==> config.mk <==
export PLATFORM = sky130hd
export DESIGN_NAME = lru_page_replacement_top
export DESIGN_NICKNAME = d
export VERILOG_FILES = /design/src/rtl/lrupr_pkg.sv /design/src/rtl/lrupr_ctrl.sv /design/src/rtl/lrupr_datapath.sv /design/src/rtl/lru_page_replacement_top.sv
export SDC_FILE = /design/constraint.sdc
export NUM_CORES = 1
export LEC_CHECK = 0
export ABC_AREA = 1
export BUFFER_PORTS_ARGS = -buffer_cell sky130_fd_sc_hd__buf_4
export CORE_UTILIZATION = 55
export DETAILED_ROUTE_END_ITERATION = 7
export HOLD_SLACK_MARGIN = 0.06
export PLACE_DENSITY = 0.76
export RECOVER_POWER = 50
export SETUP_SLACK_MARGIN = 0.4
export SLEW_MARGIN = 20
export SYNTH_ARGS = -nofsm -noshare
export SYNTH_HDL_FRONTEND = slang
export SYNTH_SLANG_ARGS = --single-unit
==> constraint.sdc <==
create_clock -name i_clk -period 8.8 [get_ports i_clk]
set_clock_uncertainty 0.15 [all_clocks]
set_input_delay 0 -clock i_clk [delete_from_list [all_inputs] [get_ports i_clk]]
set_output_delay 0 -clock i_clk [all_outputs]
set_load 0.005 [all_outputs]
==> src/rtl/lrupr_pkg.sv <==
// lrupr_pkg: shared types and constants of the lru page replacement block
// used by the controller, the datapath and the top level; no dependencies
`timescale 1ns / 1ps
`default_nettype none

package lrupr_pkg;

    // fixed field widths of the stream and configuration ports
    localparam int PAGE_ID_W    = 16;
    localparam int FRAME_IDX_W  = 3;
    localparam int EVICT_PAGE_W = 16;
    localparam int FAULT_W      = 32;
    localparam int CFG_W        = 4;
    localparam int IN_TDATA_W   = 16;
    localparam int OUT_TDATA_W  = 56;

    // frames_in_use value after reset
    localparam logic [CFG_W-1:0] CFG_FRAMES_RESET = 4'd8;

    // controller states
    typedef enum logic [0:0] {
        S_IDLE = 1'b0,
        S_EXEC = 1'b1
    } t_state;

    // commands from the controller to the datapath
    typedef struct packed {
        logic load_page;
        logic execute;
    } t_cmd;

endpackage

`default_nettype wire

==> src/rtl/lrupr_ctrl.sv <==
// lrupr_ctrl: request handshake state machine of the lru page replacement block
// depends on lrupr_pkg; drives commands into lrupr_datapath
`timescale 1ns / 1ps
`default_nettype none

module lrupr_ctrl
    import lrupr_pkg::*;
(
    input  wire logic i_clk,
    input  wire logic i_rst_n,
    input  wire logic s_axis_tvalid,
    output logic      s_axis_tready,
    output logic      m_axis_tvalid,
    input  wire logic m_axis_tready,
    output t_cmd      o_cmd
);

    t_state r_state, n_state;
    logic   r_out_valid, n_out_valid;

    // state and result-valid registers
    always_ff @(posedge i_clk) begin
        if (!i_rst_n) begin
            r_state     <= S_IDLE;
            r_out_valid <= 1'b0;
        end else begin
            r_state     <= n_state;
            r_out_valid <= n_out_valid;
        end
    end

    // next state and commands
    always_comb begin
        n_state       = r_state;
        n_out_valid   = r_out_valid;
        s_axis_tready = 1'b0;
        o_cmd         = '0;
        // result taken downstream
        if (r_out_valid && m_axis_tready) begin
            n_out_valid = 1'b0;
        end
        unique case (r_state)
            S_IDLE: begin
                s_axis_tready = 1'b1;
                if (s_axis_tvalid) begin
                    o_cmd.load_page = 1'b1;
                    n_state         = S_EXEC;
                end
            end
            S_EXEC: begin
                // lookup and update once the result register is free
                if (!r_out_valid || m_axis_tready) begin
                    o_cmd.execute = 1'b1;
                    n_out_valid   = 1'b1;
                    n_state       = S_IDLE;
                end
            end
            default: begin
                n_state = S_IDLE;
            end
        endcase
    end

    assign m_axis_tvalid = r_out_valid;

    // a request is taken only while no lookup is pending
    a_no_accept_in_exec: assert property (@(posedge i_clk) disable iff (!i_rst_n)
        (r_state == S_EXEC) |-> !s_axis_tready)
        else $error("request accepted during lookup");

    // a result that is not taken stays valid
    a_result_held: assert property (@(posedge i_clk) disable iff (!i_rst_n)
        (m_axis_tvalid && !m_axis_tready) |=> m_axis_tvalid)
        else $error("pending result dropped");

    // execute never overwrites a pending result
    a_no_overwrite: assert property (@(posedge i_clk) disable iff (!i_rst_n)
        o_cmd.execute |-> (!r_out_valid || m_axis_tready))
        else $error("result overwritten");

endmodule

`default_nettype wire

==> src/rtl/lrupr_datapath.sv <==
// lrupr_datapath: frame tags, recency ranks, fill and fault counters, result register
// depends on lrupr_pkg; commanded by lrupr_ctrl
`timescale 1ns / 1ps
`default_nettype none

module lrupr_datapath
    import lrupr_pkg::*;
#(
    parameter int FRAMES    = 8,
    parameter int PAGE_BITS = 16
) (
    input  wire logic                   i_clk,
    input  wire logic                   i_rst_n,
    input  wire t_cmd                   i_cmd,
    input  wire logic [PAGE_ID_W-1:0]   i_page_id,
    input  wire logic                   i_cfg_we,
    input  wire logic [CFG_W-1:0]       i_cfg_wdata,
    output logic      [OUT_TDATA_W-1:0] o_tdata
);

    localparam int IW = (FRAMES > 1) ? $clog2(FRAMES) : 1;
    localparam int CW = $clog2(FRAMES + 1);

    logic [PAGE_BITS-1:0] r_page;
    logic [PAGE_BITS-1:0] r_frame_page [FRAMES];
    logic [PAGE_BITS-1:0] n_frame_page [FRAMES];
    logic [IW-1:0]        r_rank       [FRAMES];
    logic [IW-1:0]        n_rank       [FRAMES];
    logic [CW-1:0]        r_filled, n_filled;
    logic [FAULT_W-1:0]   r_fault, n_fault;
    logic [CFG_W-1:0]     r_frames_in_use;

    logic                    r_out_hit;
    logic [FRAME_IDX_W-1:0]  r_out_frame;
    logic                    r_out_ev;
    logic [EVICT_PAGE_W-1:0] r_out_evp;

    logic [63:0]          w_in64;
    logic [63:0]          w_ev64;
    logic [7:0]           w_f8;
    logic [7:0]           w_lim8;
    logic                 w_hit;
    logic                 w_fill;
    logic [IW-1:0]        w_hit_f;
    logic [IW-1:0]        w_vic_f;
    logic [IW-1:0]        w_f;
    logic [CW-1:0]        w_old;

    // requested page, masked to the page width
    assign w_in64 = 64'(i_page_id);
    always_ff @(posedge i_clk) begin
        if (i_cmd.load_page) begin
            r_page <= w_in64[PAGE_BITS-1:0];
        end
    end

    // frames_in_use register
    always_ff @(posedge i_clk) begin
        if (!i_rst_n) begin
            r_frames_in_use <= CFG_FRAMES_RESET;
        end else if (i_cfg_we) begin
            r_frames_in_use <= i_cfg_wdata;
        end
    end

    // parallel tag compare and lru victim search over filled frames
    always_comb begin
        w_hit   = 1'b0;
        w_hit_f = '0;
        w_vic_f = '0;
        for (int i = FRAMES - 1; i >= 0; i--) begin
            if ((CW'(i) < r_filled) && (r_frame_page[i] == r_page)) begin
                w_hit   = 1'b1;
                w_hit_f = IW'(i);
            end
            if ((CW'(i) < r_filled) && (CW'(r_rank[i]) == (r_filled - 1'b1))) begin
                w_vic_f = IW'(i);
            end
        end
    end

    // effective limit: zero acts as one, capped at the frame count
    assign w_lim8 = (r_frames_in_use == '0) ? 8'd1 : 8'(r_frames_in_use);
    assign w_fill = (8'(r_filled) < w_lim8) && (8'(r_filled) < 8'(FRAMES));

    // frame used and rank that moves to the front
    always_comb begin
        priority if (w_hit) begin
            w_f   = w_hit_f;
            w_old = CW'(r_rank[w_hit_f]);
        end else if (w_fill) begin
            w_f   = IW'(r_filled);
            w_old = r_filled;
        end else begin
            w_f   = w_vic_f;
            w_old = r_filled - 1'b1;
        end
    end

    // next tags, ranks and counters
    always_comb begin
        n_filled = r_filled;
        n_fault  = r_fault;
        for (int i = 0; i < FRAMES; i++) begin
            n_frame_page[i] = r_frame_page[i];
            n_rank[i]       = r_rank[i];
            if (i_cmd.execute) begin
                if ((CW'(i) < r_filled) && (CW'(r_rank[i]) < w_old)) begin
                    n_rank[i] = r_rank[i] + 1'b1;
                end
                if (IW'(i) == w_f) begin
                    n_rank[i] = '0;
                    if (!w_hit) begin
                        n_frame_page[i] = r_page;
                    end
                end
            end
        end
        if (i_cmd.execute && !w_hit) begin
            if (r_fault != '1) begin
                n_fault = r_fault + 1'b1;
            end
            if (w_fill) begin
                n_filled = r_filled + 1'b1;
            end
        end
    end

    // frame storage, no reset: entries are read only after being filled
    always_ff @(posedge i_clk) begin
        for (int i = 0; i < FRAMES; i++) begin
            r_frame_page[i] <= n_frame_page[i];
            r_rank[i]       <= n_rank[i];
        end
    end

    // counters
    always_ff @(posedge i_clk) begin
        if (!i_rst_n) begin
            r_filled <= '0;
            r_fault  <= '0;
        end else begin
            r_filled <= n_filled;
            r_fault  <= n_fault;
        end
    end

    // result register
    assign w_f8   = 8'(w_f);
    assign w_ev64 = 64'(r_frame_page[w_vic_f]);
    always_ff @(posedge i_clk) begin
        if (i_cmd.execute) begin
            r_out_hit   <= w_hit;
            r_out_frame <= w_f8[FRAME_IDX_W-1:0];
            r_out_ev    <= !w_hit && !w_fill;
            r_out_evp   <= (!w_hit && !w_fill) ? w_ev64[EVICT_PAGE_W-1:0] : '0;
        end
    end

    // hit, frame, evicted flag, evicted page, fault count, zero pad
    assign o_tdata = {3'b000, r_fault, r_out_evp, r_out_ev, r_out_frame, r_out_hit};

    // fill count never passes the frame count
    a_filled_bound: assert property (@(posedge i_clk) disable iff (!i_rst_n)
        r_filled <= CW'(FRAMES))
        else $error("fill count overflow");

    // counters move only on execute
    a_idle_stable: assert property (@(posedge i_clk) disable iff (!i_rst_n)
        !i_cmd.execute |=> ($stable(r_fault) && $stable(r_filled)))
        else $error("counters changed without a lookup");

    // a hit never counts as a fault
    a_hit_no_fault: assert property (@(posedge i_clk) disable iff (!i_rst_n)
        (i_cmd.execute && w_hit) |=> $stable(r_fault))
        else $error("fault counted on a hit");

endmodule

`default_nettype wire

==> src/rtl/lru_page_replacement_top.sv <==
// lru_page_replacement_top: stream wrapper of the lru page replacement block
// depends on lrupr_pkg, lrupr_ctrl and lrupr_datapath
`timescale 1ns / 1ps
`default_nettype none

// Each request on the slave stream is a page number; the block answers with one result per
// request telling whether the page was resident, the frame that holds it now, the page
// that was evicted (if any) and the saturating fault count. The page is registered first,
// then the parallel tag compare over the filled frames and the recency rank update of the
// frame array are done. The next request is taken as soon as that update is done, even
// while the result still waits in the output register; a result that is not taken holds
// the next lookup. frames_in_use is to be written through i_cfg_we and i_cfg_wdata only
// while the block is idle; the block does not enforce this. Zero acts as one and values
// above FRAMES act as FRAMES. Lowering it never empties frames that are already filled.
module lru_page_replacement_top
    import lrupr_pkg::*;
#(
    parameter int FRAMES    = 8,
    parameter int PAGE_BITS = 16
) (
    input  wire logic                   i_clk,
    input  wire logic                   i_rst_n,
    input  wire logic                   s_axis_tvalid,
    output logic                        s_axis_tready,
    // page_id [15:0]
    input  wire logic [IN_TDATA_W-1:0]  s_axis_tdata,
    output logic                        m_axis_tvalid,
    input  wire logic                   m_axis_tready,
    // hit [0], frame_index [3:1], evicted_valid [4], evicted_page [20:5],
    // fault_total [52:21], zero [55:53]
    output logic      [OUT_TDATA_W-1:0] m_axis_tdata,
    input  wire logic                   i_cfg_we,
    input  wire logic [CFG_W-1:0]       i_cfg_wdata
);

    t_cmd w_cmd;

    // handshake controller
    lrupr_ctrl u_ctrl (
        .i_clk         (i_clk),
        .i_rst_n       (i_rst_n),
        .s_axis_tvalid (s_axis_tvalid),
        .s_axis_tready (s_axis_tready),
        .m_axis_tvalid (m_axis_tvalid),
        .m_axis_tready (m_axis_tready),
        .o_cmd         (w_cmd)
    );

    // frame array and counters
    lrupr_datapath #(
        .FRAMES    (FRAMES),
        .PAGE_BITS (PAGE_BITS)
    ) u_datapath (
        .i_clk       (i_clk),
        .i_rst_n     (i_rst_n),
        .i_cmd       (w_cmd),
        .i_page_id   (s_axis_tdata),
        .i_cfg_we    (i_cfg_we),
        .i_cfg_wdata (i_cfg_wdata),
        .o_tdata     (m_axis_tdata)
    );

endmodule

`default_nettype wire

Yosys cells after proc, flatten, opt, wreduce, memory -nomap -nowiden
Memory sizes are Yosys's and may differ from the RTL's. A register that Yosys moved wholly into a read port is not among the register bits.
Cells that the tools add are included.

storage, ports and cells
  memory bits (writable) = 152
  output and inout bits = 58
  input bits = 25
  logic and storage cells = 189
  register bits = 63
  memories = 2

memories
  memory                   words  bits a word  rd ports  clocked after Yosys merged registers in  wr ports  line                  RTL
  u_datapath.r_frame_page  8      16           9         1                                        8         lrupr_datapath.sv:25  logic [PAGE_BITS-1:0] r_frame_page [FRAMES];
  u_datapath.r_rank        8      3            9         0                                        8         lrupr_datapath.sv:27  logic [IW-1:0] r_rank [FRAMES];

cells by class
  mux-type cells = 87
  $lt $le $gt $ge = 18
  eq/ne operators = 24
  bitwise logic cells = 1
  $add $sub $neg = 11
  reduce and logical (&&, ||, !) cells = 37

operators with widths
  cell                                                                         number
  16-bit two-way mux                                                           24
  16-bit equality test                                                         8
  3-bit two-way mux                                                            42
  32-bit by 1-bit adder with 32-bit output, second input constant              1
  3-bit by 4-bit equality test with 1-bit output                               8
  3-bit by 4-bit less-than comparator with 1-bit output                        8
  32-bit != test, second input constant                                        1
  1-bit logical AND                                                            28
  3-bit by 1-bit adder with 3-bit output, second input constant                8
  1-bit two-way mux                                                            17
  3-bit by 4-bit less-than comparator with 1-bit output, first input constant  4
  3-bit equality test, first input constant                                    4
  4-bit two-way mux                                                            3
  1-bit by 4-bit less-than comparator with 1-bit output, first input constant  2
  2-bit by 4-bit less-than comparator with 1-bit output, first input constant  2
  4-bit by 8-bit less-than comparator with 1-bit output                        1
  2-bit by 3-bit equality test with 1-bit output, first input constant         2
  4-bit by 1-bit adder with 4-bit output, second input constant                1
  1-bit logical NOT                                                            4
  4-bit logical NOT                                                            1
  4-bit less-than comparator, second input constant                            1
  2-bit AND reduction                                                          2
  4-bit by 1-bit subtractor with 4-bit output, second input constant           1
  1-bit by 3-bit equality test with 1-bit output, first input constant         1
  4 further kinds                                                              4

Depth between registers and ports, before layout
An unclocked memory read counts as a cell.

  depth after elaboration = 18
  gate-level depth with buffers = 28
  gate-level depth less buffers = 26

Hierarchy
A second synthesis with hierarchy kept.

second synthesis, totals
  cell total of the unflattened synthesis = 1602
  area, all modules = 13421.6 um^2

by module, submodules not included
  module          instances  seq. area each (um^2)  area each (um^2)  cells an instance
  lrupr_datapath  1          6476.2                 13337.8           1591
  lrupr_ctrl      1          40.0                   83.8              11

Worst setup path after synthesis
OpenSTA, ideal clock, no wires.

  path type = reg2reg
  start point = register, netlist name u_datapath.r_page[11]
  end point = memory u_datapath.r_rank[4][0] (netlist name), enable pin
  required time = 8322 ps
  slack = 4919 ps
  arrival = 3403 ps
  library setup time = 328 ps
  clock period less this slack = 3881 ps
  path buffers = 2
  stages on the path, launching flop included = 19
  path through = edfxtp_1 > buf_2 > or2_2 > a21oi_1 > nand2_1 > nor4_2 > nand3_2 > nand2_1 > o21bai_1 > buf_4 > a32o_1 > o21ai_0 > o21ai_0 > ha_1 > nand2_1 > inv_1 > nand2_1 > nand2_1 > a21oi_1

RTL lines
  element        line
  end, declared  lrupr_datapath.sv:27

==> key figures <==
Placement
  • Final Wtd Congestion: 0.9359
  • Area after DPL: about 14000 µm²
  • Pre-CTS worst setup slack: 3.520 ns
  • Port Buffers: 79
  • Final HPWL DP: 23.84 mm

Timing
  • Max-slew violations: 0
  • Final hold vios: 0
  • Worst Tran Pin Value: about 1.4 ns
  • Shortest period the worst path allows: 5.455 ns
  • Max Fclk: 183.3 MHz
  • Final TNS setup: 0 ns
  • Slew margin rel.: 3.947%
  • Final period utilization: 61.99%
  • Hold Slack: 0.1486 ns
  • Setup Viol. Count Final: 0
  • Unrepaired setup endpoints after global routing: false
  • Setup WS post-layout: 3.345 ns

Synth
  • Post-synth cell types: 51
  • Syn Area/Cell: 8.591 µm²
  • Most used DFF post-synth: edfxtp_1
  • Mapped Area: 13140 µm²
  • Synth top area cells: edfxtp_1, nand2_1, dfxtp_1, nor2_1, inv_1
  • Number of synthesized register bits: 231
  • Syn Inst Count: 1529
  • Area leader, netlist: edfxtp_1
  • Commonest cells in the netlist: nand2_1, edfxtp_1, nor2_1
  • FFs w/ async S/R, synth: 0%
  • Count leader, synth: nand2_1
  • Post-synth EDFFs: 189
  • Share of the synthesized area in the top cell type: between 40% and 50%
  • Post-synthesis sequential area ratio: 49.60%
  • Warnings from Yosys: 0

Finish
  • Reg area: 6516 µm²
  • Design Area, Final: ~15000 µm²
  • Multi-input gate area: between 5000 and 6000 µm²
  • Layout cells sized above 1: 11.79%
  • Ant diodes: 0
  • Fill count: between 1500 and 2000
  • Layout Utilization: 65.11%
  • Final nets: 1700
  • Area delta synth->final: 16.34%

Die
  • Core area: 23470 µm²
  • DIE WIDTH: 156.5 µm
  • Die area: roughly 25000 µm²
  • Ports: 83
  • Row cnt: 56
  • Starting density of the core: 55.96%
  • Die Y: 156.5 µm

Critical path
  • CP max stage cell: dfxtp_1
  • Top cell by count, worst path: nand2_1
  • Critical path type: reg2reg
  • Slowest stage delay, CP: 0.78 ns
  • RR Startpoint: u_datapath.r_filled[0]
  • R2r setup slk: between 3 and 4 ns
  • Reg-to-Reg End: u_datapath.r_frame_page[6][14]
  • Worst EP arrival: 5.51 ns
  • CP Capture Type: register
  • Startpoint class of the critical path: register
  • Worst Path Max Fanout: 85
  • R2R depth: 18
  • WP data required: 8.86 ns
  • Critical path, cell by cell: inv_1, ha_1, xnor2_1, nor4_2, o21ai_1, nand2_1, nand2_1, nand2_1, nand2_1, nand2_2, buf_4, inv_2, o211ai_2, nand2_2, nor2_1, nand2_1, nor2_1, buf_4

CTS
  • Htree depth: 1
  • CTS Root Buffer Type: clkbuf_16
  • Sink Count: between 200 and 250
  • TritonCTS buffer count: 26
  • CTS tree: yes
  • Maximum buffer depth of the clock tree: 3
  • Worst-path clk slew: 0.06 ns
  • CTS-repair resized insts: 0
  • Clock Latency Late Sink: around 0.54 ns

Flow run
  • MaxCap Viol Count: 0

Hold path
  • Hold Path Cell Cnt: 4
  • Hold Startpoint: i_cfg_we
  • Hold/Removal Path Class: in2reg
  • Hold Path End: u_datapath.r_frames_in_use[0]

Power and ir drop
  • Max VDD drop: approximately 0.11 mV
  • Switching pwr: 0.6872 mW
  • Logic gate share of total power: 10.5%
  • Int Pwr: 2.006 mW
  • Leakage: ~6.2 nW
  • Flop pwr share: 47.0%
  • Switching Fraction: between 20% and 30%
  • Power Dens Cells: roughly 180 nW/µm²
  • Clock Power Share: between 40% and 50%

Global route
  • GRT Total Usage: 28.84%
  • Initial antenna violation count: 0
  • Largest net degree at the start of global routing: 86
  • Vias in the first global route: between 10000 and 15000
  • Global-route wire length before repair: ~54 mm
  • Total grt overflow: 0

Drt
  • Residual DRC: 0
  • Via count: ~11000
  • Drt wl/cell: approximately 18 µm
  • Post-Route WL: between 30 and 40 mm
  • DRT antenna net count: 0
  • DR iter-0 viols: 1064
  • First-pass iteration count of the detailed router: 5
  • Via-per-instance ratio: 5.513

Outcome
  • Status: finished clean
[kinds of logic (layout without fill, tap and decap cells)]
logic type | Yosys count | in the layout | synth area share, %
compound gates | 225 | 225 | 9.096
xor+xnor | 100 | 100 | 6.810
fa+ha+maj | 32 | 32 | 3.048
buf+inv | 248 | 380 | 7.829
flops | 231 | 231 | 49.60
other cells | 1 | 3 | 0.02855
simple gates | 692 | 692 | 23.58
[area by class of cell]
cell class	count	share of cell area [%]
flip-flops and latches	231	42.64
well taps	319	2.612
clock inverters	21	1.637
multi-input cells	1052	36.72
clock buffers	27	4.347
repair buffers	140	7.328
inverters	192	4.716
[metal layers]
layer  global-route usage (%)  vias to the layer above  wire length [µm]
met5                        0                        -                 0
met4                    9.524                        0              1030
met3                    4.431                       64              2973
met2                    46.26                      456             15990
met1                    40.01                     5092             14970
li1                         -                     5314                 -
[metrics by stage]
| step | power (mW) | cells |
|---|---|---|
| floorplan | 1.462 | 1531 |
| global placement | 1.545 | 1887 |
| detailed placement | 1.552 | 1887 |
| CTS | 2.702 | 1982 |
| global route | 2.777 | 1982 |
| finish | 2.693 | 1982 |
[sequential cells by signal, indices dropped and copies added (netlist names)]
name                        cells
u_datapath.r_frame_page       128
u_datapath.r_fault             32
u_datapath.r_rank              24
u_datapath.r_out_evp           16
u_datapath.r_page              16
u_datapath.r_filled             4
u_datapath.r_frames_in_use      4
u_datapath.r_out_frame          3
u_ctrl.m_axis_tvalid            1
u_ctrl.r_state                  1
u_datapath.r_out_ev             1
u_datapath.r_out_hit            1
[power groups by stage]
stage                     Sequential (mW)  Combinational [mW]  Clock [mW]
final                                1.27               0.283        1.14
after global routing                 1.27               0.312        1.19
after CTS                            1.27               0.282        1.15
after detailed placement             1.29               0.263           0
after global placement               1.29               0.257           0
after floorplan                      1.27               0.197           0
[timing repair]
item,4_1_cts,5_1_grt
setup buffers,0,0
hold endpoints to repair,57,0
endpoints found under the setup margin,0,0
hold buffers,47,0
[how the worst max path moves through the flow]
| stage | start | to | slack [ns] | depth (start not counted) |
|---|---|---|---|---|
| floorplan | u_datapath.r_page[11] | u_datapath.r_rank[4][0] | 4.92 | 18 |
| global placement | u_datapath.r_filled[0] | u_datapath.r_frame_page[6][13] | 3.57 | 18 |
| detailed placement | u_datapath.r_filled[0] | u_datapath.r_frame_page[6][13] | 3.52 | 18 |
| CTS | u_datapath.r_filled[0] | u_datapath.r_frame_page[6][14] | 3.51 | 18 |
| global route | u_datapath.r_filled[0] | u_datapath.r_frame_page[6][11] | 3.00 | 18 |
| finish | u_datapath.r_filled[0] | u_datapath.r_frame_page[6][14] | 3.34 | 18 |
[cell usage in the layout, fill, tap and decap left out, types with 14 or more instances in the layout]
master	count
clkbuf_4	61
o21ai_1	14
nand3_1	86
inv_2	25
dlygate4sd3_1	47
nor2_1	175
a21oi_1	81
inv_1	166
clkbuf_16	26
nor3_1	47
ha_1	32
edfxtp_1	189
xnor2_1	40
nand4_1	22
dfxtp_1	42
buf_4	19
xor2_1	59
o21ai_0	100
nand2_1	293
[critical path, delay by kind of cell, from the launching register on]
| family | cells | cell delay [ns] |
|---|---|---|
| adders and majority gates | 1 | 0.68 |
| xor gates and xnor gates | 1 | 0.16 |
| AOI/OAI and AO/OA | 2 | 0.40 |
| buffers and inverters | 4 | 1.74 |
| and+or+nand+nor | 10 | 1.11 |
| DFF | 1 | 0.78 |
No activity file was read; power rests on OpenSTA's default activity.
